--- src/hw/rtl/sem_pkg.sv ---
// Shared types and constants for the Sobel edge magnitude block.
// Used by the controller, the datapath and the top level; depends on nothing.
package sem_pkg;

	localparam int MAX_WIDTH  = 1024;
	localparam int COL_W      = $clog2(MAX_WIDTH);
	localparam int WID_W      = 11;
	localparam int HGT_W      = 13;
	localparam int ROW_W      = 13;
	localparam int CH_W       = 8;
	localparam int PIX_W      = 3 * CH_W;
	localparam int ROOT_STEPS = CH_W;
	localparam int STEP_W     = $clog2(ROOT_STEPS);
	localparam int CFG_IDX_W  = 1;
	localparam int CFG_DATA_W = 13;

	localparam logic [CFG_IDX_W-1:0] CFG_FRAME_WIDTH  = 1'd0;
	localparam logic [CFG_IDX_W-1:0] CFG_FRAME_HEIGHT = 1'd1;

	localparam logic [WID_W-1:0] WIDTH_RESET  = 11'd1024;
	localparam logic [HGT_W-1:0] HEIGHT_RESET = 13'd768;

	typedef logic [PIX_W-1:0] pix_t;

	typedef struct packed {
		logic              capture;
		logic              lookup;
		logic              grad;
		logic              square;
		logic              root;
		logic [STEP_W-1:0] root_idx;
		logic              out_load;
	} cmd_t;

	typedef struct packed {
		logic has_result;
		logic out_free;
	} status_t;

endpackage

--- src/hw/rtl/sem_ctrl.sv ---
// Controller state machine sequencing lookup, gradient, square and root steps.
// Depends on sem_pkg.
module sem_ctrl (
	input  logic             clk,
	input  logic             arst_n,
	input  logic             pix_valid,
	output logic             pix_stall,
	input  sem_pkg::status_t status,
	output sem_pkg::cmd_t    cmd
);

	typedef enum logic [2:0] {
		ST_IDLE,
		ST_LOOKUP,
		ST_GRAD,
		ST_SQUARE,
		ST_ROOT,
		ST_HOLD
	} state_t;

	state_t                      state_q;
	logic [sem_pkg::STEP_W-1:0]  step_q;
	logic                        accept;

	assign pix_stall = (state_q != ST_IDLE);
	assign accept    = pix_valid && !pix_stall;

	always_comb begin
		cmd          = '0;
		cmd.capture  = accept;
		cmd.lookup   = (state_q == ST_LOOKUP);
		cmd.grad     = (state_q == ST_GRAD);
		cmd.square   = (state_q == ST_SQUARE);
		cmd.root     = (state_q == ST_ROOT);
		cmd.root_idx = step_q;
		cmd.out_load = (state_q == ST_HOLD) && status.out_free;
	end

	always_ff @(posedge clk or negedge arst_n) begin
		if (!arst_n) begin
			state_q <= ST_IDLE;
			step_q  <= '0;
		end else begin
			case (state_q)
				ST_IDLE: begin
					if (accept) begin
						state_q <= ST_LOOKUP;
					end
				end
				ST_LOOKUP: begin
					state_q <= status.has_result ? ST_GRAD : ST_IDLE;
				end
				ST_GRAD: begin
					state_q <= ST_SQUARE;
				end
				ST_SQUARE: begin
					state_q <= ST_ROOT;
					step_q  <= '0;
				end
				ST_ROOT: begin
					step_q <= step_q + 1'b1;
					if (step_q == sem_pkg::STEP_W'(sem_pkg::ROOT_STEPS - 1)) begin
						state_q <= ST_HOLD;
					end
				end
				ST_HOLD: begin
					if (status.out_free) begin
						state_q <= ST_IDLE;
					end
				end
				default: begin
					state_q <= ST_IDLE;
				end
			endcase
		end
	end

	a_accept_lookup: assert property (@(posedge clk) disable iff (!arst_n)
		accept |=> state_q == ST_LOOKUP)
		else $error("accepted item did not enter lookup");

	a_no_result_idle: assert property (@(posedge clk) disable iff (!arst_n)
		(state_q == ST_LOOKUP && !status.has_result) |=> state_q == ST_IDLE)
		else $error("item without result did not return to idle");

	a_root_done: assert property (@(posedge clk) disable iff (!arst_n)
		(state_q == ST_ROOT && step_q == sem_pkg::STEP_W'(sem_pkg::ROOT_STEPS - 1))
		|=> state_q == ST_HOLD)
		else $error("root iteration did not finish after its last step");

endmodule

--- config.mk ---
export PLATFORM = sky130hd
export DESIGN_NAME = sem_ctrl
export DESIGN_NICKNAME = d
export VERILOG_FILES = /design/src/hw/rtl/sem_pkg.sv /design/src/hw/rtl/sem_ctrl.sv
export SDC_FILE = /design/constraint.sdc
export NUM_CORES = 1
export LEC_CHECK = 0
export ABC_AREA = 1
export BUFFER_PORTS_ARGS = -buffer_cell sky130_fd_sc_hd__buf_2
export CORE_AREA = 3 3 40 42
export DETAILED_ROUTE_END_ITERATION = 10
export DIE_AREA = 0 0 43 45
export HOLD_SLACK_MARGIN = 0.06
export PLACE_DENSITY = 0.51
export SYNTH_ARGS = -nofsm -noshare
export SYNTH_HDL_FRONTEND = slang
export SYNTH_SLANG_ARGS = --single-unit
--- constraint.sdc ---
create_clock -name clk -period 1.34 [get_ports clk]
set_input_delay 0.268 -clock clk [delete_from_list [all_inputs] [get_ports clk]]
set_output_delay 0.268 -clock clk [all_outputs]
set_load 0.01 [all_outputs]
==> impl_results.html <==
<table>
<tr><th>Metric</th><th>Value</th></tr>
<tr><th colspan="2">Global route</th></tr>
<tr><td>Pin count of the biggest net entering global routing</td><td>7</td></tr>
<tr><td>Overall track demand over capacity in global routing</td><td>0.0972</td></tr>
<tr><td>Final global-route overflow total</td><td>0</td></tr>
<tr><td>Antenna violations before repair</td><td>0</td></tr>
<tr><td>Wire length of the first global-routing pass</td><td>between 1000 and 1500 um</td></tr>
<tr><td>Via count of the first global-routing pass</td><td>334</td></tr>
<tr><th colspan="2">Timing</th></tr>
<tr><td>Final setup violation count</td><td>3</td></tr>
<tr><td>Post-Route Setup TNS</td><td>-0.109 ns</td></tr>
<tr><td>Pin slew with the least headroom to its limit</td><td>0.209 ns</td></tr>
<tr><td>Share of the cycle needed by the critical path after routing</td><td>1.03</td></tr>
<tr><td>Fmax</td><td>0.723 GHz</td></tr>
<tr><td>Final Slew Violations</td><td>0</td></tr>
<tr><td>Slew headroom</td><td>0.859</td></tr>
<tr><td>Hold violation total from the final report</td><td>0</td></tr>
<tr><td>Worst path setup slack after routing</td><td>-0.0426 ns</td></tr>
<tr><td>Final Skew</td><td>0.00104 ns</td></tr>
<tr><td>RSZ-0062 raised after global routing</td><td>yes</td></tr>
<tr><td>Final worst path period need</td><td>around 1.4 ns</td></tr>
<tr><th colspan="2">Worst setup path</th></tr>
<tr><td>Top fanout value on the critical path</td><td>4</td></tr>
<tr><td>Slack of the worst reg-to-reg path</td><td>0.23 ns</td></tr>
<tr><td>Setup crit start kind</td><td>flop</td></tr>
<tr><td>Type of the setup path with the least slack</td><td>reg2out</td></tr>
<tr><td>Combined buffer and inverter count along the critical path</td><td>1</td></tr>
<tr><td>WP data required</td><td>1.07 ns</td></tr>
<tr><td>Data arrival time of the worst path</td><td>approximately 1.1 ns</td></tr>
<tr><td>Destination of the worst register-to-register timing path</td><td>state_q[0]$_DFFE_PN0P_</td></tr>
<tr><td>Endpoint class of the critical path</td><td>primary output</td></tr>
<tr><td>Top delay family on crit path</td><td>flip-flops</td></tr>
<tr><td>Launching instance or port of the critical path</td><td>state_q[1]$_DFFE_PN0P_</td></tr>
<tr><td>Crit. path cell count</td><td>4</td></tr>
<tr><td>Worst setup endpoint</td><td>cmd[8]</td></tr>
<tr><td>Slowest cell on the critical path</td><td>sky130_fd_sc_hd__dfrtp_2</td></tr>
<tr><td>Depth of the most critical reg-to-reg path</td><td>6</td></tr>
<tr><td>RR Startpoint</td><td>step_q[0]$_DFFE_PN0P_</td></tr>
<tr><td>Cells along the critical path</td><td>nor2_4 -&gt; nand2_2 -&gt; nor2_1 -&gt; buf_2</td></tr>
<tr><td>Critical path's largest stage delay</td><td>0.43 ns</td></tr>
<tr><th colspan="2">Placed design</th></tr>
<tr><td>Post-placement worst setup slack</td><td>0.152 ns</td></tr>
<tr><td>Routability cong.</td><td>roughly 0.72</td></tr>
<tr><td>Sum of net half-perimeters after detailed placement</td><td>574 um</td></tr>
<tr><td>Port bufs</td><td>14</td></tr>
<tr><th colspan="2">Final layout</th></tr>
<tr><td>Area of the multi-input gates</td><td>170 um^2</td></tr>
<tr><td>Final standard cell utilization of the core</td><td>0.411</td></tr>
<tr><td>Number of fill cells in the layout</td><td>~140</td></tr>
<tr><td>Fraction of final layout cells with drive strength greater than 1</td><td>0.485</td></tr>
<tr><td>Layout area overhead</td><td>55.7%</td></tr>
<tr><td>Sequential cell area</td><td>153 um^2</td></tr>
<tr><td>Diodes inserted</td><td>0</td></tr>
<tr><td>Final nets</td><td>75</td></tr>
<tr><th colspan="2">Yosys</th></tr>
<tr><td>Total standard cell area after synthesis</td><td>approximately 340 um^2</td></tr>
<tr><td>Flop and latch count out of synthesis</td><td>6</td></tr>
<tr><td>Sequential element share of the synthesized area</td><td>0.443</td></tr>
<tr><td>Mean instance size in the synthesized netlist</td><td>7.71 um^2</td></tr>
<tr><td>Synthesized instance count</td><td>44</td></tr>
<tr><td>Number of distinct library cell variants in the gate-level netlist after synthesis</td><td>14</td></tr>
<tr><td>Largest area contributor in the synthesized netlist</td><td>sky130_fd_sc_hd__dfrtp_1</td></tr>
<tr><td>Cell types occupying the most area after synthesis</td><td>sky130_fd_sc_hd__dfrtp_1, sky130_fd_sc_hd__nand3_1, sky130_fd_sc_hd__nand2_1</td></tr>
<tr><td>Synthesized net count</td><td>51</td></tr>
<tr><td>Yosys top cell area share</td><td>0.443</td></tr>
<tr><td>Count of synthesis-stage warnings from yosys</td><td>0</td></tr>
<tr><th colspan="2">Outcome</th></tr>
<tr><td>Outcome</td><td>finished, violations left</td></tr>
<tr><td>Failing checks</td><td>setup timing</td></tr>
<tr><th colspan="2">CTS</th></tr>
<tr><td>Maximum clock insertion buffer count</td><td>2</td></tr>
<tr><td>CTS sink count</td><td>6</td></tr>
<tr><td>Worst-path clk slew</td><td>0.04 ns</td></tr>
<tr><td>CTS Root Buffer Type</td><td>sky130_fd_sc_hd__clkbuf_4</td></tr>
<tr><td>Worst skew pair latency</td><td>0.24 ns</td></tr>
<tr><td>CTS Buf Count</td><td>3</td></tr>
<tr><td>TritonCTS clock tree</td><td>done</td></tr>
<tr><td>Maximum level of the CTS H-tree</td><td>1</td></tr>
<tr><th colspan="2">Drt</th></tr>
<tr><td>Initial drt markers</td><td>1</td></tr>
<tr><td>First-pass iteration count of the detailed router</td><td>2</td></tr>
<tr><td>Post-detailed-route via-to-cell ratio</td><td>4.48</td></tr>
<tr><td>Post-detailed-route wirelength per cell</td><td>10.5 um</td></tr>
<tr><td>Vias</td><td>363</td></tr>
<tr><td>Total Routed Length</td><td>between 800 and 900 um</td></tr>
<tr><td>Antenna Violating Nets Remaining</td><td>0</td></tr>
<tr><td>Remaining DRCs</td><td>0</td></tr>
<tr><th colspan="2">Die</th></tr>
<tr><td>Die height</td><td>45 um</td></tr>
<tr><td>Core Box Area</td><td>approximately 1300 um^2</td></tr>
<tr><td>I/O pins</td><td>15</td></tr>
<tr><td>Number of core rows</td><td>13</td></tr>
<tr><td>Die W</td><td>43 um</td></tr>
<tr><td>Starting utilization of the core area</td><td>0.264</td></tr>
<tr><td>Overall die area</td><td>1940 um^2</td></tr>
<tr><th colspan="2">Power and ir drop</th></tr>
<tr><td>Leakage power of the design</td><td>about 0.32 nW</td></tr>
<tr><td>Cell area power density</td><td>2140 nW/um^2</td></tr>
<tr><td>Worst vdd ir</td><td>789 uV</td></tr>
<tr><th colspan="2">Worst hold path</th></tr>
<tr><td>Type of the tightest min-delay check</td><td>in2reg</td></tr>
<tr><th colspan="2">Job</th></tr>
<tr><td>Max-cap violations</td><td>0</td></tr>
</table>
==> worst reg2reg max path, stage by stage, from the launching register on <==
cell	delay, ns
sky130_fd_sc_hd__dfrtp_1	0.40
sky130_fd_sc_hd__ha_1	0.21
sky130_fd_sc_hd__ha_1	0.17
sky130_fd_sc_hd__inv_1	0.05
sky130_fd_sc_hd__nand3_1	0.07
sky130_fd_sc_hd__nand2_1	0.07
sky130_fd_sc_hd__a21oi_1	0.03
==> cell usage after synthesis <==
master / n
sky130_fd_sc_hd__nor2_2: 1
sky130_fd_sc_hd__buf_4: 1
sky130_fd_sc_hd__dfrtp_1: 6
sky130_fd_sc_hd__inv_2: 2
sky130_fd_sc_hd__ha_1: 2
sky130_fd_sc_hd__o21ai_0: 3
sky130_fd_sc_hd__nand2_1: 8
sky130_fd_sc_hd__nand2_2: 1
sky130_fd_sc_hd__nor4_1: 1
sky130_fd_sc_hd__nand3_1: 8
sky130_fd_sc_hd__inv_1: 7
sky130_fd_sc_hd__a21oi_1: 1
sky130_fd_sc_hd__nand4_1: 1
sky130_fd_sc_hd__nor2_1: 2
==> timing repair <==
item                                    CTS  global route
hold buffers                              1             0
cloned                                    0             0
gates resized for setup                   3             8
setup buffers                             3             0
endpoints found under the setup margin    4             7
endpoints found under the hold margin     6             0
pin swaps                                 2             1
==> cells in the final DEF, fill, tap and decap left out, drive strengths merged <==
cell / instances
a21oi: 1
buf: 19
clkbuf: 3
dfrtp: 6
dlygate4sd3: 1
ha: 2
inv: 9
nand2: 9
nand3: 8
nand4: 1
nor2: 3
nor4: 1
o21ai: 3
==> through the flow <==
step / hold WS, ns / instance area [um^2] / std cells / power [mW]
2_1_floorplan: -0.0276 / 339 / 44 / 0.628
3_3_place_gp: 0.102 / 435 / 74 / 0.810
3_5_place_dp: 0.104 / 435 / 74 / 0.804
4_1_cts: 0.241 / 505 / 81 / 1.09
5_1_grt: 0.276 / 528 / 81 / 1.25
6_report: 0.252 / 528 / 81 / 1.13
==> per-layer routing <==
metal / wire length (um) / up-vias / global-route usage
li1: - / 188 / -
met1: 327 / 162 / 0.0958
met2: 433 / 13 / 0.150
met3: 88 / 0 / 0.0279
met4: 0 / 0 / 0.120
met5: 0 / - / 0
==> logic make-up (layout without fill, tap and decap cells) <==
| family | count (synthesis) | in the layout | synth area share |
|---|---|---|---|
| flip-flops | 6 | 6 | 0.443 |
| AO/OA/AOI/OAI | 4 | 4 | 0.0590 |
| adder cells (fa/ha/maj) | 2 | 2 | 0.0738 |
| buffers and inverters | 10 | 32 | 0.122 |
| AND/OR/NAND/NOR | 22 | 22 | 0.303 |
==> worst min path at each step <==
| stage | startpoint | to | slack (ns) | cells past startpoint |
|---|---|---|---|---|
| after floorplan | arst_n | state_q[0]$_DFFE_PN0P_ | -0.03 | 0 |
| after global placement | arst_n | step_q[1]$_DFFE_PN0P_ | 0.10 | 1 |
| after detailed placement | arst_n | step_q[1]$_DFFE_PN0P_ | 0.10 | 1 |
| after CTS | status[1] | state_q[1]$_DFFE_PN0P_ | 0.24 | 3 |
| after global routing | status[1] | state_q[1]$_DFFE_PN0P_ | 0.28 | 3 |
| final | status[1] | state_q[1]$_DFFE_PN0P_ | 0.25 | 3 |
==> final cells by class <==
cell class,count,share of cell area
inverter,9,0.0687
multi-input combinational,28,0.322
clock buffer,3,0.0427
timing repair buffer,20,0.242
sequential,6,0.289
tap,15,0.0355
==> registers in the layout (all words and copies together) (netlist names) <==
| name | flops |
|---|---|
| state_q | 3 |
| step_q | 3 |
==> report_power, final <==
part	internal (mW)	switching, mW
clock	0.101	0.0650
combinational	0.287	0.333
sequential	0.261	0.0835
total	0.649	0.482
No activity file was read; power rests on OpenSTA's default activity.
